[config.mk]
export PLATFORM = sky130hd
export DESIGN_NAME = tcqm_front
export DESIGN_NICKNAME = d
export VERILOG_FILES = /design/src/tcqm_pkg.sv /design/src/tcqm_front.sv
export SDC_FILE = /design/constraint.sdc
export NUM_CORES = 1
export LEC_CHECK = 0
export ABC_CLOCK_PERIOD_IN_PS = 6500
export BUFFER_PORTS_ARGS = -buffer_cell sky130_fd_sc_hd__buf_2
export CORE_MARGIN = 2
export CORE_UTILIZATION = 25
export DETAILED_ROUTE_END_ITERATION = 12
export GPL_TIMING_DRIVEN = 0
export SLEW_MARGIN = 5
export SYNTH_ARGS = -nofsm -noshare
export SYNTH_HDL_FRONTEND = slang
export SYNTH_SLANG_ARGS = --single-unit
[constraint.sdc]
create_clock -name clk -period 6.5 [get_ports clk]
set_input_delay 0.975 -clock clk [delete_from_list [all_inputs] [get_ports clk]]
set_output_delay 0.975 -clock clk [all_outputs]
set_load 0.05 [all_outputs]
[src/tcqm_pkg.sv]
// Shared types, constants and match functions for the trinucleotide context quota matcher.
package tcqm_pkg;

    localparam int TABLE_DEPTH_DEF = 96;
    localparam int QUEUE_DEPTH     = 2;
    localparam int QPTR_W          = $clog2(QUEUE_DEPTH);
    localparam int QCNT_W          = $clog2(QUEUE_DEPTH + 1);

    localparam int BASE_W  = 3;
    localparam int SUB_W   = 2;
    localparam int QUOTA_W = 32;
    localparam int TAG_W   = 16;
    localparam int POS_W   = 40;

    localparam logic [BASE_W-1:0] BASE_MAX = 3'd3;
    localparam logic [SUB_W-1:0]  BASE_T   = 2'd3;

    typedef enum logic {
        OP_LOAD  = 1'b0,
        OP_QUERY = 1'b1
    } op_t;

    typedef struct packed {
        logic [BASE_W-1:0]  b0;
        logic [BASE_W-1:0]  b1;
        logic [BASE_W-1:0]  b2;
        logic [SUB_W-1:0]   sub;
        logic [QUOTA_W-1:0] quota;
    } ctx_entry_t;

    localparam int ENTRY_W = $bits(ctx_entry_t);

    typedef struct packed {
        op_t                op;
        logic [BASE_W-1:0]  base_left;
        logic [BASE_W-1:0]  base_mid;
        logic [BASE_W-1:0]  base_right;
        logic [SUB_W-1:0]   sub;
        logic [QUOTA_W-1:0] quota;
        logic [TAG_W-1:0]   tag;
        logic [POS_W-1:0]   pos;
    } item_t;

    typedef struct packed {
        logic [QCNT_W-1:0] count;
    } front_stat_t;

    typedef struct packed {
        logic scanning;
        logic none_left;
    } back_stat_t;

    function automatic logic [SUB_W-1:0] comp_base(input logic [SUB_W-1:0] b);
        return BASE_T - b;
    endfunction

    function automatic logic base_eq(input logic [BASE_W-1:0] a, input logic [BASE_W-1:0] b);
        return (a <= BASE_MAX) && (b <= BASE_MAX) && (a == b);
    endfunction

    function automatic logic fwd_hit(input ctx_entry_t e, input logic [BASE_W-1:0] ql,
                                     input logic [BASE_W-1:0] qm, input logic [BASE_W-1:0] qr);
        return base_eq(e.b0, ql) && base_eq(e.b1, qm) && base_eq(e.b2, qr);
    endfunction

    function automatic logic rev_hit(input ctx_entry_t e, input logic [BASE_W-1:0] ql,
                                     input logic [BASE_W-1:0] qm, input logic [BASE_W-1:0] qr);
        logic valid_bases;
        valid_bases = (e.b0 <= BASE_MAX) && (e.b1 <= BASE_MAX) && (e.b2 <= BASE_MAX);
        return valid_bases
            && base_eq({1'b0, comp_base(e.b2[SUB_W-1:0])}, ql)
            && base_eq({1'b0, comp_base(e.b1[SUB_W-1:0])}, qm)
            && base_eq({1'b0, comp_base(e.b0[SUB_W-1:0])}, qr);
    endfunction

endpackage

[src/tcqm_front.sv]
// Front end: accepts commands and holds them in a short queue for the back end.
module tcqm_front import tcqm_pkg::*; (
    input  logic        clk,
    input  logic        rst_n,
    input  logic        start,
    input  item_t       in_item,
    output logic        busy,
    output logic        head_valid,
    output item_t       head_item,
    input  logic        pop,
    output front_stat_t stat
);

    item_t               q_mem [QUEUE_DEPTH];
    logic [QPTR_W-1:0]   wr_ptr_reg, wr_ptr_next;
    logic [QPTR_W-1:0]   rd_ptr_reg, rd_ptr_next;
    logic [QCNT_W-1:0]   count_reg, count_next;
    logic                push;
    logic                take;

    assign busy       = (count_reg == QCNT_W'(QUEUE_DEPTH));
    assign head_valid = (count_reg != '0);
    assign head_item  = q_mem[rd_ptr_reg];
    assign push       = start && !busy;
    assign take       = pop && head_valid;
    assign stat.count = count_reg;

    always_comb
    begin
        wr_ptr_next = push ? wr_ptr_reg + QPTR_W'(1) : wr_ptr_reg;
        rd_ptr_next = take ? rd_ptr_reg + QPTR_W'(1) : rd_ptr_reg;
        count_next  = count_reg;
        if (push && !take)
        begin
            count_next = count_reg + QCNT_W'(1);
        end
        else if (take && !push)
        begin
            count_next = count_reg - QCNT_W'(1);
        end
    end

    always_ff @(posedge clk or negedge rst_n)
    begin
        if (!rst_n)
        begin
            wr_ptr_reg <= '0;
            rd_ptr_reg <= '0;
            count_reg  <= '0;
        end
        else
        begin
            wr_ptr_reg <= wr_ptr_next;
            rd_ptr_reg <= rd_ptr_next;
            count_reg  <= count_next;
        end
    end

    always_ff @(posedge clk)
    begin
        if (push)
        begin
            q_mem[wr_ptr_reg] <= in_item;
        end
    end

endmodule

## Word-level counts from Yosys, hierarchy flattened

Memory sizes are Yosys's and may differ from the RTL's.
Index checks and enable logic that the tools add are counted.

| cells by class | value |
|---|---|
| add/subtract/negate cells | 4 |
| reductions and logical operators | 9 |
| multiplexer cells | 4 |
| eq/ne operators | 1 |

Operators with widths:

| kind | count |
|---|---|
| logical AND 1 bit | 4 |
| 2-to-1 mux 2 bit | 2 |
| nonzero test 2 bit | 2 |
| logical NOT 1 bit | 3 |
| adder 1 bit (second input constant) | 2 |
| adder 2 x 1 -> 2 bit (second input constant) | 1 |
| == test 2 bit (second input constant) | 1 |
| 2-to-1 mux 1 bit | 2 |
| subtractor 2 x 1 -> 2 bit (second input constant) | 1 |

| storage, ports and cells | value |
|---|---|
| word-level logic and storage cells | 22 |
| output and inout bits | 104 |
| register bits | 4 |
| RAM bits | 200 |
| memories kept | 1 |

Memory list:

| memory | depth | bits a word | read ports | clocked after memory_dff | wr ports | line | source |
|---|---|---|---|---|---|---|---|
| q_mem | 2 | 100 | 1 | 0 | 1 | tcqm_front.sv:14 | `item_t q_mem [QUEUE_DEPTH];` |

## Depth between registers and ports, before layout

| depth | value |
|---|---|
| depth after elaboration | 7 |
| mapped depth | 7 |
| depth with buffers taken out | 7 |

## Worst setup path after synthesis

OpenSTA, ideal clock, no wires.

| path | value |
|---|---|
| path type | in2reg |
| start point | input start |
| end point | memory q_mem[0][0] (netlist bit), enable pin |
| slack | 0.714 ns |
| setup time | 0.559 ns |
| data arrival time | 5.227 ns |
| stages | 2 |
| cell sequence | nand2_1 > nor2_1 |

| between the ends | value |
|---|---|
| word-level cells in the longest chain between the ends | 3 |

Ends and longest elaborated chain:

| what | line | source |
|---|---|---|
| start: declaration | tcqm_front.sv:5 | `input logic start,` |
| logical AND 1 bit | tcqm_front.sv:24 | `assign push = start && !busy;` |
| 2-to-1 mux 1 bit | tcqm_front.sv:61 | `if (push)` |
| 2-to-1 mux 1 bit (not written as such) | tcqm_front.sv:63 | `q_mem[wr_ptr_reg] <= in_item;` |
| end: declaration | tcqm_front.sv:14 |  |

Every way passes these cells.

==> impl_metrics.csv <==
group,metric,value,unit
critical_path,crit_family,"buffers and inverters",
pwr,p_leak,4.03,nW
floorplan,die_x,181,um
drt,routedWlPerCell,15.8,um
timing,finalSetupTns,0,ns
pwr,ir_worst_vdd,0.000263,V
timing,post-route-period-util,0.435,
floorplan,start_util,0.256,
pwr,power.total,5.60,mW
clock_tree,tritoncts,"done",
critical_path,setup.worst_path.start_class,"register",
global_routing,grt_pass1_wl,23000,um
placed_design,hpwl,10500,um
timing,slew_headroom,0.443,
final_layout,nNetsFinal,671,
clock_tree,clk_latency,0.51,ns
timing,rsz0062_at_grt,"no",
critical_path,crit_chain,"buf_6 -> buf_12 -> mux2_4 -> buf_2",
final_layout,area_delta_synth_final,29.8,%
synthesis,ys_ff_latch,204,
synthesis,ys_seq_area_frac,0.776,
drt,drt_iter0_markers,156,
clock_tree,cts-root-buf,"clkbuf_16",
status,outcome,"complete, no violations",
placed_design,place_inst,937,
timing,hold_ws,0.272,ns
final_layout,mostFrequentLayoutCells,"208 x buf_2, 200 x edfxtp_1, 90 x mux2_4",
synthesis,ys_types,16,
synthesis,avgSynthCellArea,23.8,um^2
drt,via_per_inst,3.89,
clock_tree,h-tree-depth,1,
final_layout,largest_reg_flops,200,
timing,slew_violations,0,
global_routing,grt_max_degree,57,
final_layout,drive_above_1_share,0.607,
drt,vias,3813,
run,maxCapViolations,0,
clock_tree,post_cts_resized,0,
critical_path,worstPathArrival,1.85,ns
critical_path,cp_slowest_cell,"dfrtp_1",
critical_path,crit_buf_inv,3,
final_layout,layout_commonest_cell,"buf_2",
synthesis,netlist_instances,330,
synthesis,netlist_area,7860,um^2
critical_path,end_kind,"primary output",
clock_tree,numCtsBuffers,23,
drt,final_antenna_net_count,0,
critical_path,cp.required,5.52,ns
drt,dr.pass1.iters,4,
timing,fin_crit,2.83,ns
floorplan,die_h,181,um
drt,drc_errors,0,
floorplan,coreArea,30700,um^2
critical_path,critical_path_class,"reg2out",
clock_tree,clockBufferDepth,3,
pwr,powerDensity,548,nW/um^2
timing,finalSetupViolCount,0,
final_layout,fin_cells,980,
critical_path,cpPeakStageDelay,0.35,ns
final_layout,top_register,"q_mem",
min_path,min_path_type,"in2async",
placed_design,globalplace.congestion,0.700,
global_routing,grt_pass1_vias,4004,
final_layout,fin_area,10200,um^2
drt,routed_wl,15500,um
synthesis,syn_nets,435,
floorplan,dieArea,32900,um^2
global_routing,antenna_found_initial,3,
final_layout,fin_util,0.332,
floorplan,io_pins,208,
floorplan,rows,64,
global_routing,grt_use_total,0.0908,
timing,timing.final.ws_setup,3.67,ns
clock_tree,path_clk_slew,0.06,ns
clock_tree,post-cts-setup-buffers,0,
global_routing,grt_overflow,0,
synthesis,ys_warn_count,0,
placed_design,postPlaceCellArea,9500,um^2
placed_design,dp_slack,3.82,ns
placed_design,port_buffers,207,
clock_tree,postCtsHoldBufs,0,
timing,finalHoldViolations,0,
clock_tree,cts_sinks,204,
timing,fin_skew,0.0195,ns
timing,tightest_slew,0.835,ns
timing,max_freq,353,MHz
critical_path,crit_fanout,10,
[layer usage]
layer	up-vias	global-route usage	wire length (um)
met3	36	0.0361	1250
met2	144	0.155	7570
met5	-	0	23
met1	1839	0.102	6030
li1	1790	-	-
met4	4	0.0354	636
[logic make-up after synthesis]
kind of cell               Yosys count  synth area share
adders and majority gates            1           0.00159
and+or+nand+nor                      7           0.00430
xor gates and xnor gates             5           0.00557
DFF                                204             0.776
buffers and inverters               13            0.0259
muxes                              100             0.186
[final cells by class]
type / instances / area (um^2)
inverter: 2 / 7.51
multi-input combinational: 113 / 1570
fill: 2995 / 20500
clock inverter: 10 / 101
antenna: 1 / 2.50
sequential: 204 / 6110
buffer: 11 / 196
timing repair buffer: 211 / 1120
tap: 396 / 495
clock buffer: 32 / 609
[worst register-to-register path, stage by stage (launching register included)]
cell,delay (ns)
dfrtp_1,0.44
nand2b_1,0.18
nand2_1,0.15
nor2_4,0.59
buf_12,0.28
buf_12,0.23
[synth_stat cells]
cell      number  area, um^2
and3_1         1        6.26
buf_2          1        5.00
mux2_2        10         113
ha_1           1        12.5
xor2_1         2        17.5
or2_2          1        6.26
mux2_4        90        1350
xnor2_1        3        26.3
nor2_1         2        7.51
buf_12         9         180
buf_6          1        11.3
edfxtp_1     200        6010
nand2b_1       1        6.26
nand2_1        2        7.51
dfrtp_1        4         100
inv_1          2        7.51
[path summary, 6_finish.rpt]
kind / cells after the start / end / slack [ns] / startpoint
worst min-delay path: 1 / rd_ptr_reg / 0.27 / rst_n
worst max register to register: 5 / q_mem[0][3] / 4.30 / stat[0]
max in group asynchronous: 1 / wr_ptr_reg / 6.11 / rst_n
min in group clk: 1 / stat[1] / 0.53 / stat[1]
worst min register to register: 1 / stat[1] / 0.53 / stat[1]
worst max-delay path: 4 / head_item[53] / 3.67 / rd_ptr_reg
[report_power, final]
part	switching, mW	leakage [nW]	internal [mW]	total [mW]
logic	1.67	1.78	0.832	2.50
registers	0.0723	1.90	1.80	1.87
clock network	0.494	0.341	0.733	1.23
(Power assumes the default switching activity.)
